File: config.mk
export PLATFORM = sky130hd
export DESIGN_NAME = csv_stream_tokenizer_unit
export DESIGN_NICKNAME = d
export VERILOG_FILES = /design/src/rtl/core/csvtok_pkg.sv /design/src/rtl/core/csv_stream_tokenizer_unit.sv
export SDC_FILE = /design/constraint.sdc
export NUM_CORES = 1
export LEC_CHECK = 0
export ABC_AREA = 1
export ABC_CLOCK_PERIOD_IN_PS = 5400
export BUFFER_PORTS_ARGS = -buffer_cell sky130_fd_sc_hd__buf_4
export CAP_MARGIN = 40
export CELL_PAD_IN_SITES_DETAIL_PLACEMENT = 0
export CELL_PAD_IN_SITES_GLOBAL_PLACEMENT = 2
export CORE_MARGIN = 2
export CORE_UTILIZATION = 35
export CTS_CLUSTER_DIAMETER = 40
export DETAILED_ROUTE_END_ITERATION = 6
export GPL_TIMING_DRIVEN = 0
export PLACE_DENSITY_LB_ADDON = 0.1
export SLEW_MARGIN = 40
export SYNTH_ARGS = -nofsm -noshare
export SYNTH_HDL_FRONTEND = slang
export SYNTH_SLANG_ARGS = --single-unit
File: constraint.sdc
create_clock -name clk -period 5.4 [get_ports clk]
set_input_delay 0.27 -clock clk [delete_from_list [all_inputs] [get_ports clk]]
set_output_delay 0.27 -clock clk [all_outputs]
set_load 0.01 [all_outputs]
File: src/rtl/core/csvtok_pkg.sv
`default_nettype none

package csvtok_pkg;

	// Result item kinds
	localparam logic ITEM_VALUE = 1'b0;
	localparam logic ITEM_DONE  = 1'b1;

	// Token kinds
	localparam logic [2:0] K_DELIM   = 3'd0;
	localparam logic [2:0] K_STRING  = 3'd1;
	localparam logic [2:0] K_NUMBER  = 3'd2;
	localparam logic [2:0] K_COMMENT = 3'd3;
	localparam logic [2:0] K_LINE    = 3'd4;
	localparam logic [2:0] K_END     = 3'd5;

	// Error codes
	localparam logic [1:0] ERR_NONE   = 2'd0;
	localparam logic [1:0] ERR_CHAR   = 2'd1;
	localparam logic [1:0] ERR_STRING = 2'd2;
	localparam logic [1:0] ERR_RAGGED = 2'd3;

	// Characters
	localparam logic [7:0] CH_NUL   = 8'h00;
	localparam logic [7:0] CH_TAB   = 8'h09;
	localparam logic [7:0] CH_LF    = 8'h0A;
	localparam logic [7:0] CH_VT    = 8'h0B;
	localparam logic [7:0] CH_FF    = 8'h0C;
	localparam logic [7:0] CH_CR    = 8'h0D;
	localparam logic [7:0] CH_SPACE = 8'h20;
	localparam logic [7:0] CH_QUOTE = 8'h22;
	localparam logic [7:0] CH_HASH  = 8'h23;
	localparam logic [7:0] CH_COMMA = 8'h2C;
	localparam logic [7:0] CH_MINUS = 8'h2D;
	localparam logic [7:0] CH_DOT   = 8'h2E;
	localparam logic [7:0] CH_0     = 8'h30;
	localparam logic [7:0] CH_9     = 8'h39;
	localparam logic [7:0] CH_UE    = 8'h45;
	localparam logic [7:0] CH_LE    = 8'h65;

	// Widths of the result fields
	localparam int COL_OUT_W = 12;
	localparam int ROW_OUT_W = 20;
	localparam int WID_OUT_W = 13;
	localparam int NUM_W     = 32;
	localparam int TDATA_W   = 88;
	localparam int TUSER_W   = 4;

	// Result queue
	localparam int QDEPTH = 4;
	localparam int QAW    = 2;

	typedef struct packed {
		logic                 item_kind;
		logic [2:0]           token_kind;
		logic [7:0]           value_char;
		logic [COL_OUT_W-1:0] column_index;
		logic [ROW_OUT_W-1:0] row_count;
		logic [WID_OUT_W-1:0] table_width;
		logic [NUM_W-1:0]     number_count;
		logic [1:0]           error_code;
		logic                 last_of_run;
	} res_t;

endpackage

`default_nettype wire

File: src/rtl/core/csv_stream_tokenizer_unit.sv
// A word taken is held in the input stage; its results enter the four-entry result
// queue once the queue has room for two results, and are offered from the queue.
// Throughput: one input word per cycle while the queue has room for two results; the
// output sends one result per transfer, so two results of one word go out in turn.
// Reset (arst_n low, asynchronous): lexer between tokens, all counters and the
// error cleared, input stage and result queue empty. No clearing pass follows.
`default_nettype none

module csv_stream_tokenizer_unit #(
	parameter int MAX_COLUMNS = 4096,
	parameter int MAX_ROWS    = 1048576
) (
	input  wire logic                             clk,
	input  wire logic                             arst_n,
	input  wire logic                             s_axis_tvalid,
	output logic                                  s_axis_tready,
	// [7:0] text_byte
	input  wire logic [7:0]                       s_axis_tdata,
	// [0] end_mark
	input  wire logic                             s_axis_tuser,
	output logic                                  m_axis_tvalid,
	input  wire logic                             m_axis_tready,
	// [7:0] value_char, [19:8] column_index, [39:20] row_count,
	// [52:40] table_width, [84:53] number_count, [86:85] error_code, [87] zero
	output logic [csvtok_pkg::TDATA_W-1:0]        m_axis_tdata,
	// [0] item_kind, [3:1] token_kind
	output logic [csvtok_pkg::TUSER_W-1:0]        m_axis_tuser,
	// last_of_run
	output logic                                  m_axis_tlast
);
	import csvtok_pkg::*;

	localparam int COL_W  = $clog2(MAX_COLUMNS);
	localparam int ROW_W  = $clog2(MAX_ROWS);
	localparam int WID_W  = $clog2(MAX_COLUMNS + 1);
	localparam int PROD_W = WID_W + ROW_W;
	localparam int CMP_W  = (PROD_W > NUM_W) ? PROD_W : NUM_W;

	typedef enum logic [2:0] {M_IDLE, M_STR, M_STRQ, M_NUM, M_CMT} mode_t;

	// Table counters; prod tracks wid * row so the ragged check needs no multiplier.
	typedef struct packed {
		logic [COL_W-1:0]  col;
		logic [ROW_W-1:0]  row;
		logic [WID_W-1:0]  wid;
		logic [PROD_W-1:0] prod;
	} cnt_t;

	function automatic cnt_t line_end(input cnt_t s);
		cnt_t r;
		r = s;
		if (s.col != '0) begin
			if (s.row == '0) begin
				r.wid  = WID_W'(s.col) + WID_W'(1);
				r.prod = PROD_W'(s.col) + PROD_W'(1);
			end else if (s.row < ROW_W'(MAX_ROWS - 1)) begin
				r.prod = s.prod + PROD_W'(s.wid);
			end
			if (s.row < ROW_W'(MAX_ROWS - 1)) begin
				r.row = s.row + ROW_W'(1);
			end
		end
		r.col = '0;
		return r;
	endfunction

	function automatic res_t mk(input logic kind, input logic [2:0] tok,
			input logic [7:0] chv, input cnt_t s, input logic [NUM_W-1:0] nv,
			input logic [1:0] ev);
		res_t r;
		r.item_kind    = kind;
		r.token_kind   = tok;
		r.value_char   = chv;
		r.column_index = COL_OUT_W'(s.col);
		r.row_count    = ROW_OUT_W'(s.row);
		r.table_width  = WID_OUT_W'(s.wid);
		r.number_count = nv;
		r.error_code   = ev;
		r.last_of_run  = 1'b0;
		return r;
	endfunction

	// Input stage
	logic       valid_s1;
	logic [7:0] char_s1;
	logic       end_s1;
	logic       adv;

	// Lexer state
	mode_t            mode_q;
	cnt_t             cnt_q;
	logic [NUM_W-1:0] num_q;
	logic [1:0]       err_q;

	// Next-state working values
	mode_t            m;
	cnt_t             cs;
	logic [NUM_W-1:0] num;
	logic [1:0]       err;
	logic             do_start;
	logic             e0_v;
	logic             e1_v;
	res_t             e0;
	res_t             e1;
	res_t             w0;
	res_t             w1;
	logic [1:0]       n_wr;

	// Result queue
	res_t           q_mem [QDEPTH];
	logic [QAW-1:0] wr_q;
	logic [QAW-1:0] rd_q;
	logic [QAW:0]   qcnt_q;
	logic           pop;
	res_t           head;

	assign adv           = valid_s1 && (qcnt_q <= (QAW+1)'(QDEPTH - 2));
	assign s_axis_tready = !valid_s1 || adv;
	assign pop           = m_axis_tvalid && m_axis_tready;

	always_ff @(posedge clk or negedge arst_n) begin
		if (!arst_n) begin
			valid_s1 <= 1'b0;
		end else if (s_axis_tready) begin
			valid_s1 <= s_axis_tvalid;
		end
	end

	always_ff @(posedge clk) begin
		if (s_axis_tvalid && s_axis_tready) begin
			char_s1 <= s_axis_tdata;
			end_s1  <= s_axis_tuser;
		end
	end

	always_comb begin
		m        = mode_q;
		cs       = cnt_q;
		num      = num_q;
		err      = err_q;
		do_start = 1'b0;
		e0_v     = 1'b0;
		e1_v     = 1'b0;
		e0       = '0;
		e1       = '0;
		if (end_s1) begin
			case (m)
				M_STR: begin
					if (err == ERR_NONE) begin
						err = ERR_STRING;
					end
				end
				M_STRQ: begin
					e0_v = 1'b1;
					e0   = mk(ITEM_DONE, K_STRING, CH_NUL, cs, num, err);
				end
				M_NUM: begin
					if (num != '1) begin
						num = num + NUM_W'(1);
					end
					e0_v = 1'b1;
					e0   = mk(ITEM_DONE, K_NUMBER, CH_NUL, cs, num, err);
				end
				M_CMT: begin
					e0_v = 1'b1;
					e0   = mk(ITEM_DONE, K_COMMENT, CH_NUL, cs, num, err);
				end
				default: begin
				end
			endcase
			m  = M_IDLE;
			cs = line_end(cs);
			if (err == ERR_NONE && num != '0 && CMP_W'(num) != CMP_W'(cs.prod)) begin
				err = ERR_RAGGED;
			end
			e1_v = 1'b1;
			e1   = mk(ITEM_DONE, K_END, CH_NUL, cs, num, err);
		end else begin
			case (m)
				M_STR: begin
					if (char_s1 == CH_QUOTE) begin
						m = M_STRQ;
					end else begin
						e0_v = 1'b1;
						e0   = mk(ITEM_VALUE, K_STRING, char_s1, cs, num, err);
					end
				end
				M_STRQ: begin
					// A second quote is an escaped quote; anything else closes the string.
					e0_v = 1'b1;
					if (char_s1 == CH_QUOTE) begin
						m  = M_STR;
						e0 = mk(ITEM_VALUE, K_STRING, char_s1, cs, num, err);
					end else begin
						e0       = mk(ITEM_DONE, K_STRING, CH_NUL, cs, num, err);
						do_start = 1'b1;
					end
				end
				M_NUM: begin
					e0_v = 1'b1;
					if (char_s1 inside {[CH_0:CH_9], CH_DOT, CH_MINUS, CH_LE, CH_UE}) begin
						e0 = mk(ITEM_VALUE, K_NUMBER, char_s1, cs, num, err);
					end else begin
						if (num != '1) begin
							num = num + NUM_W'(1);
						end
						e0       = mk(ITEM_DONE, K_NUMBER, CH_NUL, cs, num, err);
						do_start = 1'b1;
					end
				end
				M_CMT: begin
					e0_v = 1'b1;
					if (char_s1 == CH_LF || char_s1 == CH_CR) begin
						e0       = mk(ITEM_DONE, K_COMMENT, CH_NUL, cs, num, err);
						do_start = 1'b1;
					end else begin
						e0 = mk(ITEM_VALUE, K_COMMENT, char_s1, cs, num, err);
					end
				end
				default: begin
					do_start = 1'b1;
				end
			endcase
			if (do_start) begin
				m = M_IDLE;
				if (char_s1 inside {CH_SPACE, CH_TAB, CH_CR, CH_VT, CH_FF}) begin
					m = M_IDLE;
				end else if (char_s1 == CH_QUOTE) begin
					m = M_STR;
				end else if (char_s1 == CH_COMMA) begin
					if (cs.col < COL_W'(MAX_COLUMNS - 1)) begin
						cs.col = cs.col + COL_W'(1);
					end
					e1_v = 1'b1;
					e1   = mk(ITEM_DONE, K_DELIM, char_s1, cs, num, err);
				end else if (char_s1 inside {[CH_0:CH_9], CH_MINUS}) begin
					m    = M_NUM;
					e1_v = 1'b1;
					e1   = mk(ITEM_VALUE, K_NUMBER, char_s1, cs, num, err);
				end else if (char_s1 == CH_HASH) begin
					m    = M_CMT;
					e1_v = 1'b1;
					e1   = mk(ITEM_VALUE, K_COMMENT, char_s1, cs, num, err);
				end else if (char_s1 == CH_LF) begin
					cs   = line_end(cs);
					e1_v = 1'b1;
					e1   = mk(ITEM_DONE, K_LINE, char_s1, cs, num, err);
				end else if (err == ERR_NONE) begin
					err = ERR_CHAR;
				end
			end
		end

		// Compact the results so that the first one written is always w0.
		n_wr = {1'b0, e0_v} + {1'b0, e1_v};
		w0   = e0_v ? e0 : e1;
		w1   = e1;
		w0.last_of_run = (n_wr == 2'd1);
		w1.last_of_run = 1'b1;
	end

	always_ff @(posedge clk or negedge arst_n) begin
		if (!arst_n) begin
			mode_q <= M_IDLE;
			cnt_q  <= '0;
			num_q  <= '0;
			err_q  <= ERR_NONE;
		end else if (adv) begin
			mode_q <= m;
			cnt_q  <= cs;
			num_q  <= num;
			err_q  <= err;
		end
	end

	always_ff @(posedge clk) begin
		if (adv && n_wr != 2'd0) begin
			q_mem[wr_q] <= w0;
		end
		if (adv && n_wr == 2'd2) begin
			q_mem[wr_q + QAW'(1)] <= w1;
		end
	end

	always_ff @(posedge clk or negedge arst_n) begin
		if (!arst_n) begin
			wr_q   <= '0;
			rd_q   <= '0;
			qcnt_q <= '0;
		end else begin
			if (adv) begin
				wr_q <= wr_q + QAW'(n_wr);
			end
			if (pop) begin
				rd_q <= rd_q + QAW'(1);
			end
			qcnt_q <= qcnt_q + (adv ? (QAW+1)'(n_wr) : '0) - (QAW+1)'(pop);
		end
	end

	assign head          = q_mem[rd_q];
	assign m_axis_tvalid = (qcnt_q != '0);
	assign m_axis_tdata  = {1'b0, head.error_code, head.number_count, head.table_width,
		head.row_count, head.column_index, head.value_char};
	assign m_axis_tuser  = {head.token_kind, head.item_kind};
	assign m_axis_tlast  = head.last_of_run;

	a_queue_bound: assert property (@(posedge clk) disable iff (!arst_n)
		qcnt_q <= (QAW+1)'(QDEPTH))
		else $error("result queue overfilled");

	a_error_sticky: assert property (@(posedge clk) disable iff (!arst_n)
		err_q != ERR_NONE |=> $stable(err_q))
		else $error("sticky error changed");

	a_product: assert property (@(posedge clk) disable iff (!arst_n)
		cnt_q.prod == PROD_W'(cnt_q.wid) * PROD_W'(cnt_q.row))
		else $error("width times rows tracker out of step");

	a_room: assert property (@(posedge clk) disable iff (!arst_n)
		adv |-> qcnt_q <= (QAW+1)'(QDEPTH - 2))
		else $error("input stage advanced without room for two results");

endmodule

`default_nettype wire

==> impl_metrics.json, run 1 <==
{
  "layout.nets": 4133,
  "io_pins": 108,
  "stdcell_area_mm2": 0.0369,
  "ys.flop_type": "edfxtp_1",
  "layout-area-overhead-vs-synth_pct": 20.4,
  "power.density_mw_per_mm2": 592,
  "fin_hold_ws_ps": 52.8,
  "route.detailed.drc": 0,
  "report.final.slew_viol_count": 0,
  "p_leak_nw": 14.1,
  "fin_crit_ps": 5320,
  "grt_pass1_vias": 28900,
  "setup_violations": 0,
  "synth_edf_count": 373,
  "dieWidth_um": 300,
  "syn_avg_cell_area_um2": 7.93,
  "drt-total-wl_mm": 145,
  "worstPathMaxFanout": 20,
  "clock_latency_ps": 690,
  "cts_tree": "yes",
  "h-tree-depth": 3,
  "synth.distinct_cells": 61,
  "clock_sinks": 500,
  "cts_made_buffers": 95,
  "synth_top_area_cell": "edfxtp_1",
  "coreArea_mm2": 0.0868,
  "maxCapViolations": 0,
  "post_synth_main_area_contributors": "edfxtp_1 37%, nand2_1 10%, dfrtp_1 10%",
  "worst_pin_slew_ps": 901,
  "track_usage_pct": 31.7,
  "synth-seq-cells": 500,
  "min_path_type": "in2async",
  "rsz0062_at_grt": "false",
  "clockBufferDepth": 3,
  "antenna_found_initial": 0,
  "top_layer_used": "met4",
  "drt_first_iter_violations": 3339,
  "worstSetupPathType": "reg2reg",
  "maxSlewHeadroom_pct": 39.3,
  "peakVddDrop_mv": 0.356,
  "startpoint_type": "flip-flop",
  "grt_pass1_wl_mm": 206,
  "grt_overflow": 0,
  "ys_async_sr_fraction_pct": 24.6,
  "synth_xor_area_share_pct": 1.66,
  "drive_above_1_share_pct": 11.3,
  "synth_compound_area_share_pct": 21.5,
  "row_count": 108,
  "slowest_delay_ps": 600,
  "critPathSlowestCell": "clkbuf_1",
  "endpoint_kind": "flip-flop",
  "ant_nets": 0,
  "vias": 30600,
  "wl_met2_mm": 64.3,
  "synth.area.mux_share_pct": 0,
  "firstDrtPassIters": 6,
  "critPathMostFrequentCell": "nand2_1",
  "dieArea_mm2": 0.0898,
  "wl_met3_mm": 13.7,
  "num_antenna_cells": 0,
  "clock.fmax_ghz": 0.188,
  "syn_nets": 3900,
  "dieHeight_um": 300,
  "synthCells": 3860,
  "wl_met1_mm": 63.0,
  "yosysWarnings": 0,
  "grt_max_degree": 57,
  "synth-seq-area-share_pct": 46.9,
  "synthSimpleGateAreaFrac_pct": 21.4,
  "placed_area_mm2": 0.0332,
  "start_util_pct": 35.3,
  "dp_hpwl_mm": 106,
  "finClkSkew_ps": 48.3,
  "crit_required_ps": 5800,
  "hold_viol": 0,
  "place.gp.congestion": 0.962,
  "vias_per_cell": 5.73,
  "netlist_area_mm2": 0.0306,
  "avgRoutedWirePerCell_um": 27.2,
  "crit_arrival_ps": 5720,
  "crit_chain": "inv_2, a21oi_1, nor2_1, or2_1, buf_2, nor2_4, inv_2, nor2_2, nand2_1, nand2_1, nand2_1, buf_4, buf_4, ha_1, nand2_1, nor3_4, inv_1, buf_2, clkbuf_1, o22ai_1",
  "clk_pin_slew_worst_paths_ps": 60,
  "synth_top_family_by_area": "compound AO/OA/AOI/OAI gates",
  "port_buffers": 106,
  "cts_root_buf": "clkbuf_16",
  "status": "completed",
  "synth_top_cell_area_share_pct": 36.6,
  "post-route-period-util_pct": 98.5,
  "synth_fa_ha_area_share_pct": 1.15
}
==> area by class of cell <==
type | instances | area [um2]
buffer | 250 | 1120
clock buffer | 108 | 2500
clock inverter | 71 | 862
fill | 8964 | 49900
inverter | 307 | 1160
multi-input combinational | 2803 | 14200
sequential | 500 | 14400
tap | 1155 | 1450
timing repair buffer | 136 | 1200
==> timing repair <==
action | in CTS | in global routing
setup endpoints to repair | 394 | 296
gates cloned | 5 | 1
gates resized for setup | 21 | 9
hold buffers | 11 | 0
pin swaps | 11 | 0
buffers inserted | 9 | 2
endpoints found under the hold margin | 84 | 0
==> placed cells by master, fill, tap and decap left out, types with 20 or more instances in the layout <==
master	synthesis	routed
nand4_1	37	37
buf_4	5	122
buf_2	31	34
clkbuf_2	7	21
nand3_1	175	175
nor3_1	30	30
clkbuf_16	0	97
ha_1	25	25
a21oi_1	83	81
dfrtp_1	123	123
o21ai_1	77	87
inv_1	276	275
o211ai_1	25	25
inv_2	28	28
nor2_1	448	447
clkbuf_1	187	168
edfxtp_1	373	373
o21ai_0	430	420
a22o_1	20	20
xor2_1	52	52
nand2_1	834	829
o22ai_1	410	410
==> synth_stat cells, drive strengths merged, types with 7 or more instances <==
library cell    n
a31oi          12
a221oi          7
nand4          37
dfrtp         123
nor2          474
clkbuf        194
nand3b          7
a21oi          85
o211ai         25
nand2         846
ha             25
edfxtp        373
o21bai         13
a22o           20
nor3           40
inv           304
o21ai         509
o22ai         410
buf            61
xor2           52
nand3         177
==> flip-flops by register name, indices dropped and copies added (netlist names), 2 cells and up <==
| name | cells |
|---|---|
| char_s1 | 8 |
| qcnt_q | 3 |
| mode_q | 3 |
| wr_q | 2 |
| cnt_q | 78 |
| num_q | 32 |
| q_mem | 368 |
| rd_q | 2 |
| err_q | 2 |
==> path summary, 6_finish.rpt <==
path / startpoint / endpoint / slack (ps) / cells past startpoint
setup / recovery: char_s1[2]$_DFFE_PP_ / q_mem[3][56]$_DFFE_PP_ / 80 / 20
hold / removal: arst_n / cnt_q[55]$_DFFE_PN0P_ / 50 / 2
setup reg to reg: char_s1[2]$_DFFE_PP_ / q_mem[3][56]$_DFFE_PP_ / 80 / 20
hold reg to reg: q_mem[2][0]$_SDFFE_PP1P_ / q_mem[2][0]$_SDFFE_PP1P_ / 450 / 2
max in group asynchronous: arst_n / rd_q[0]$_DFFE_PN0P_ / 4380 / 4
min in group clk: m_axis_tready / rd_q[1]$_DFFE_PN0P_ / 160 / 4
==> logic make-up after synthesis <==
| group | count (synthesis) |
|---|---|
| XOR/XNOR | 58 |
| adder cells (fa/ha/maj) | 27 |
| flip-flops | 500 |
| other | 1 |
| AO/OA/AOI/OAI | 1126 |
| AND/OR/NAND/NOR | 1586 |
| buffers and inverters | 562 |
==> routing by layer <==
layer,GRT usage [%],vias to the layer above
met5,0,-
met1,45.4,14700
li1,-,14100
met2,49.0,1518
met3,5.25,206
met4,9.58,0
==> power breakdown <==
part / internal (mW) / switching, mW
clock network: 3.95 / 2.29
registers: 4.96 / 0.468
logic: 2.82 / 7.34
total: 11.7 / 10.1
==> metrics by stage <==
stage	total power [mW]	utilization, %	setup WS [ps]	cells	TNS [ps]
2_1_floorplan	10.8	-	760	3860	0
6_report	21.8	42.5	80.7	5330	0
4_1_cts	21.7	42.4	26.7	5328	0
3_3_place_gp	15.3	37.9	-2560	5121	-932320
5_1_grt	22.8	42.5	3.48	5330	0
3_5_place_dp	15.4	38.2	-814	5127	-216670
==> critical path, delay by kind of cell, from the launching register on <==
kind                     cells  cell delay [ps]
AND/OR/NAND/NOR              9             1800
adder cells (fa/ha/maj)      1              210
AO/OA/AOI/OAI                2              350
buffers and inverters        8             2070
flip-flops                   1              580
Note: power is estimated with default switching activity, not from simulation.
==> run 2, diff against run 1 <==
--- a/config.mk
+++ b/config.mk
@@ -6,17 +6,13 @@
 export NUM_CORES = 1
 export LEC_CHECK = 0
 export ABC_AREA = 1
-export ABC_CLOCK_PERIOD_IN_PS = 5400
 export BUFFER_PORTS_ARGS = -buffer_cell sky130_fd_sc_hd__buf_4
 export CAP_MARGIN = 40
-export CELL_PAD_IN_SITES_DETAIL_PLACEMENT = 0
-export CELL_PAD_IN_SITES_GLOBAL_PLACEMENT = 2
 export CORE_MARGIN = 2
-export CORE_UTILIZATION = 35
+export CORE_UTILIZATION = 40
 export CTS_CLUSTER_DIAMETER = 40
 export DETAILED_ROUTE_END_ITERATION = 6
 export GPL_TIMING_DRIVEN = 0
-export PLACE_DENSITY_LB_ADDON = 0.1
 export SLEW_MARGIN = 40
 export SYNTH_ARGS = -nofsm -noshare
 export SYNTH_HDL_FRONTEND = slang
==> run 2 against run 1 <==
  * The run now ends with design-rule violations left
  * Clock skew decreased by 17 ps
  * Largest cell class unchanged
  * Flip-flop and latch count unchanged
  * Critical endpoint is now q_mem[3][52]$_DFFE_PP_
  * Via count increased by 0.82%
  * Die area decreased by 12%
==> impl_metrics.json, run 2 (synthesis gave the netlist of run 1 again) <==
{
  "layout.nets": 4117,
  "cts_tree": "yes",
  "crit_required_ps": 5700,
  "maxCapViolations": 0,
  "clk_pin_slew_worst_paths_ps": 50,
  "clock_latency_ps": 660,
  "dp_hpwl_mm": 93.9,
  "regMostFlops": "q_mem",
  "reg.largest.list": "q_mem x368, cnt_q x78, num_q x32",
  "layout.cells.non_filler": 5128,
  "worstSetupPathType": "reg2reg",
  "pwr-share-seq_pct": 25.7,
  "p_leak_nw": 14.0,
  "ant_nets": 0,
  "final_common_cell": "nand2_1",
  "peakVddDrop_mv": 0.273,
  "place.gp.congestion": 1.04,
  "maxSlewHeadroom_pct": 38.2,
  "post-route-period-util_pct": 96.6,
  "violations": "design-rule violations",
  "start_util_pct": 40.4,
  "drt_first_iter_violations": 4214,
  "p_total_mw": 21.1,
  "r2r_cells": 20,
  "grt_max_degree": 62,
  "slowest_delay_ps": 390,
  "antenna_found_initial": 0,
  "rsz0062_at_grt": "false",
  "grt_overflow": 0,
  "route.detailed.drc": 1,
  "reg2reg_slack_ps": 180,
  "num_antenna_cells": 0,
  "power.density_mw_per_mm2": 582,
  "combPwrFrac_pct": 46.4,
  "fin_util_pct": 47.9,
  "clock_sinks": 500,
  "cts_made_buffers": 87,
  "crit_buf_inv": 11,
  "cts_root_buf": "clkbuf_16",
  "h-tree-depth": 3,
  "min_path_type": "in2async",
  "io_pins": 108,
  "grt_pass1_wl_mm": 186,
  "worst_pin_slew_ps": 918,
  "startpoint_type": "flip-flop",
  "layout-area-overhead-vs-synth_pct": 18.7,
  "crit_arrival_ps": 5520,
  "vias": 30800,
  "r2r_start": "mode_q[2]$_DFFE_PN0P_",
  "critPathSlowestCell": "dfrtp_1",
  "setup_violations": 0,
  "coreArea_mm2": 0.0758,
  "layout_common_cells": "830 x nand2_1, 447 x nor2_1, 427 x o21ai_0",
  "status": "complete, but fails checks",
  "placed_cells": 4950,
  "clkPwrFrac_pct": 27.9,
  "fin_crit_ps": 5220,
  "r2r_end": "q_mem[3][52]$_DFFE_PP_",
  "port_buffers": 106,
  "vias_per_cell": 6.01,
  "dieArea_mm2": 0.0788,
  "pre_cts_ws_ps": -734,
  "drt-total-wl_mm": 128,
  "track_usage_pct": 31.9,
  "p_int_mw": 11.4,
  "avgRoutedWirePerCell_um": 25.0,
  "firstDrtPassIters": 7,
  "report.final.slew_viol_count": 0,
  "setup_tns_ps": 0,
  "p_switching_mw": 9.69,
  "row_count": 101,
  "grt_pass1_vias": 28500,
  "dieHeight_um": 281,
  "hold_viol": 0,
  "drive_above_1_share_pct": 10.8,
  "worstPathMaxFanout": 52,
  "endpoint_kind": "flip-flop",
  "cp_top_family": "buffers and inverters",
  "largest_reg_flops": 368,
  "clockBufferDepth": 3,
  "finClkSkew_ps": 31.7,
  "worst_slack_ps": 184,
  "p_sw_share_pct": 45.9,
  "crit_chain": "inv_1, nand2_1, nor2_4, inv_2, buf_2, buf_2, nand2_1, nor2_1, nand2_1, inv_2, buf_2, ha_1, nor2_1, inv_1, nor3_4, inv_2, clkbuf_2, clkbuf_4, nand2_8, buf_16",
  "clock.fmax_ghz": 0.192,
  "dieWidth_um": 281
}
==> run 2: worst reg2reg max path, cell delays in order (launching register included) <==
cell	delay [ps]
dfrtp_1	390
inv_1	90
nand2_1	120
nor2_4	250
inv_2	90
buf_2	200
buf_2	240
nand2_1	240
nor2_1	60
nand2_1	320
inv_2	210
buf_2	290
ha_1	240
nor2_1	130
inv_1	200
nor3_4	280
inv_2	140
clkbuf_2	370
clkbuf_4	370
nand2_8	260
buf_16	330
==> run 2: per-layer routing <==
metal,track usage [%],routed length (um)
met1,43.9,51900
met2,46.9,54600
met3,8.19,15600
met4,14.4,5820
met5,0,0
==> run 2: final cells by class <==
class	count	area, um2
Buffer	244	1090
Clock buffer	95	2270
Clock inverter	67	871
Fill cell	7417	39500
Inverter	307	1150
Multi-Input combinational cell	2802	14200
Sequential cell	500	14400
Tap cell	978	1220
Timing Repair Buffer	135	1170
==> run 2: how the worst max path moves through the flow <==
stage | startpoint | end | slack, ps | cells after the start
2_1_floorplan | char_s1[7]$_DFFE_PP_ | q_mem[1][10]$_DFFE_PP_ | 760 | 18
3_3_place_gp | mode_q[2]$_DFFE_PN0P_ | q_mem[3][55]$_DFFE_PP_ | -2190 | 20
3_5_place_dp | mode_q[2]$_DFFE_PN0P_ | q_mem[3][54]$_DFFE_PP_ | -730 | 21
4_1_cts | mode_q[2]$_DFFE_PN0P_ | q_mem[1][52]$_DFFE_PP_ | 10 | 17
5_1_grt | char_s1[1]$_DFFE_PP_ | q_mem[3][52]$_DFFE_PP_ | 30 | 24
6_report | mode_q[2]$_DFFE_PN0P_ | q_mem[3][52]$_DFFE_PP_ | 180 | 20
==> run 2: stage by stage <==
step / hold slack (ps) / cell area, um2
2_1_floorplan: -25.6 / 30600
3_3_place_gp: 440 / 32600
3_5_place_dp: 140 / 32900
4_1_cts: 56.2 / 36200
5_1_grt: 79.6 / 36300
6_report: 71.2 / 36300
==> run 2: power groups by stage <==
| stage | combinational (mW) | sequential, mW | clock, mW |
|---|---|---|---|
| 4_1_cts | 9.54 | 5.41 | 5.91 |
| 3_5_place_dp | 9.44 | 5.47 | 0 |
| 6_report | 9.80 | 5.44 | 5.90 |
| 2_1_floorplan | 5.54 | 5.31 | 0 |
| 3_3_place_gp | 9.30 | 5.52 | 0 |
| 5_1_grt | 10.5 | 5.49 | 6.09 |
==> run 2: timing repair <==
item	CTS	global route
hold buffers	11	0
buffers inserted	4	8
pin swaps	5	7
resized for setup	10	14
cloned	1	3
endpoints found under the hold margin	84	0
setup endpoints to repair	364	484
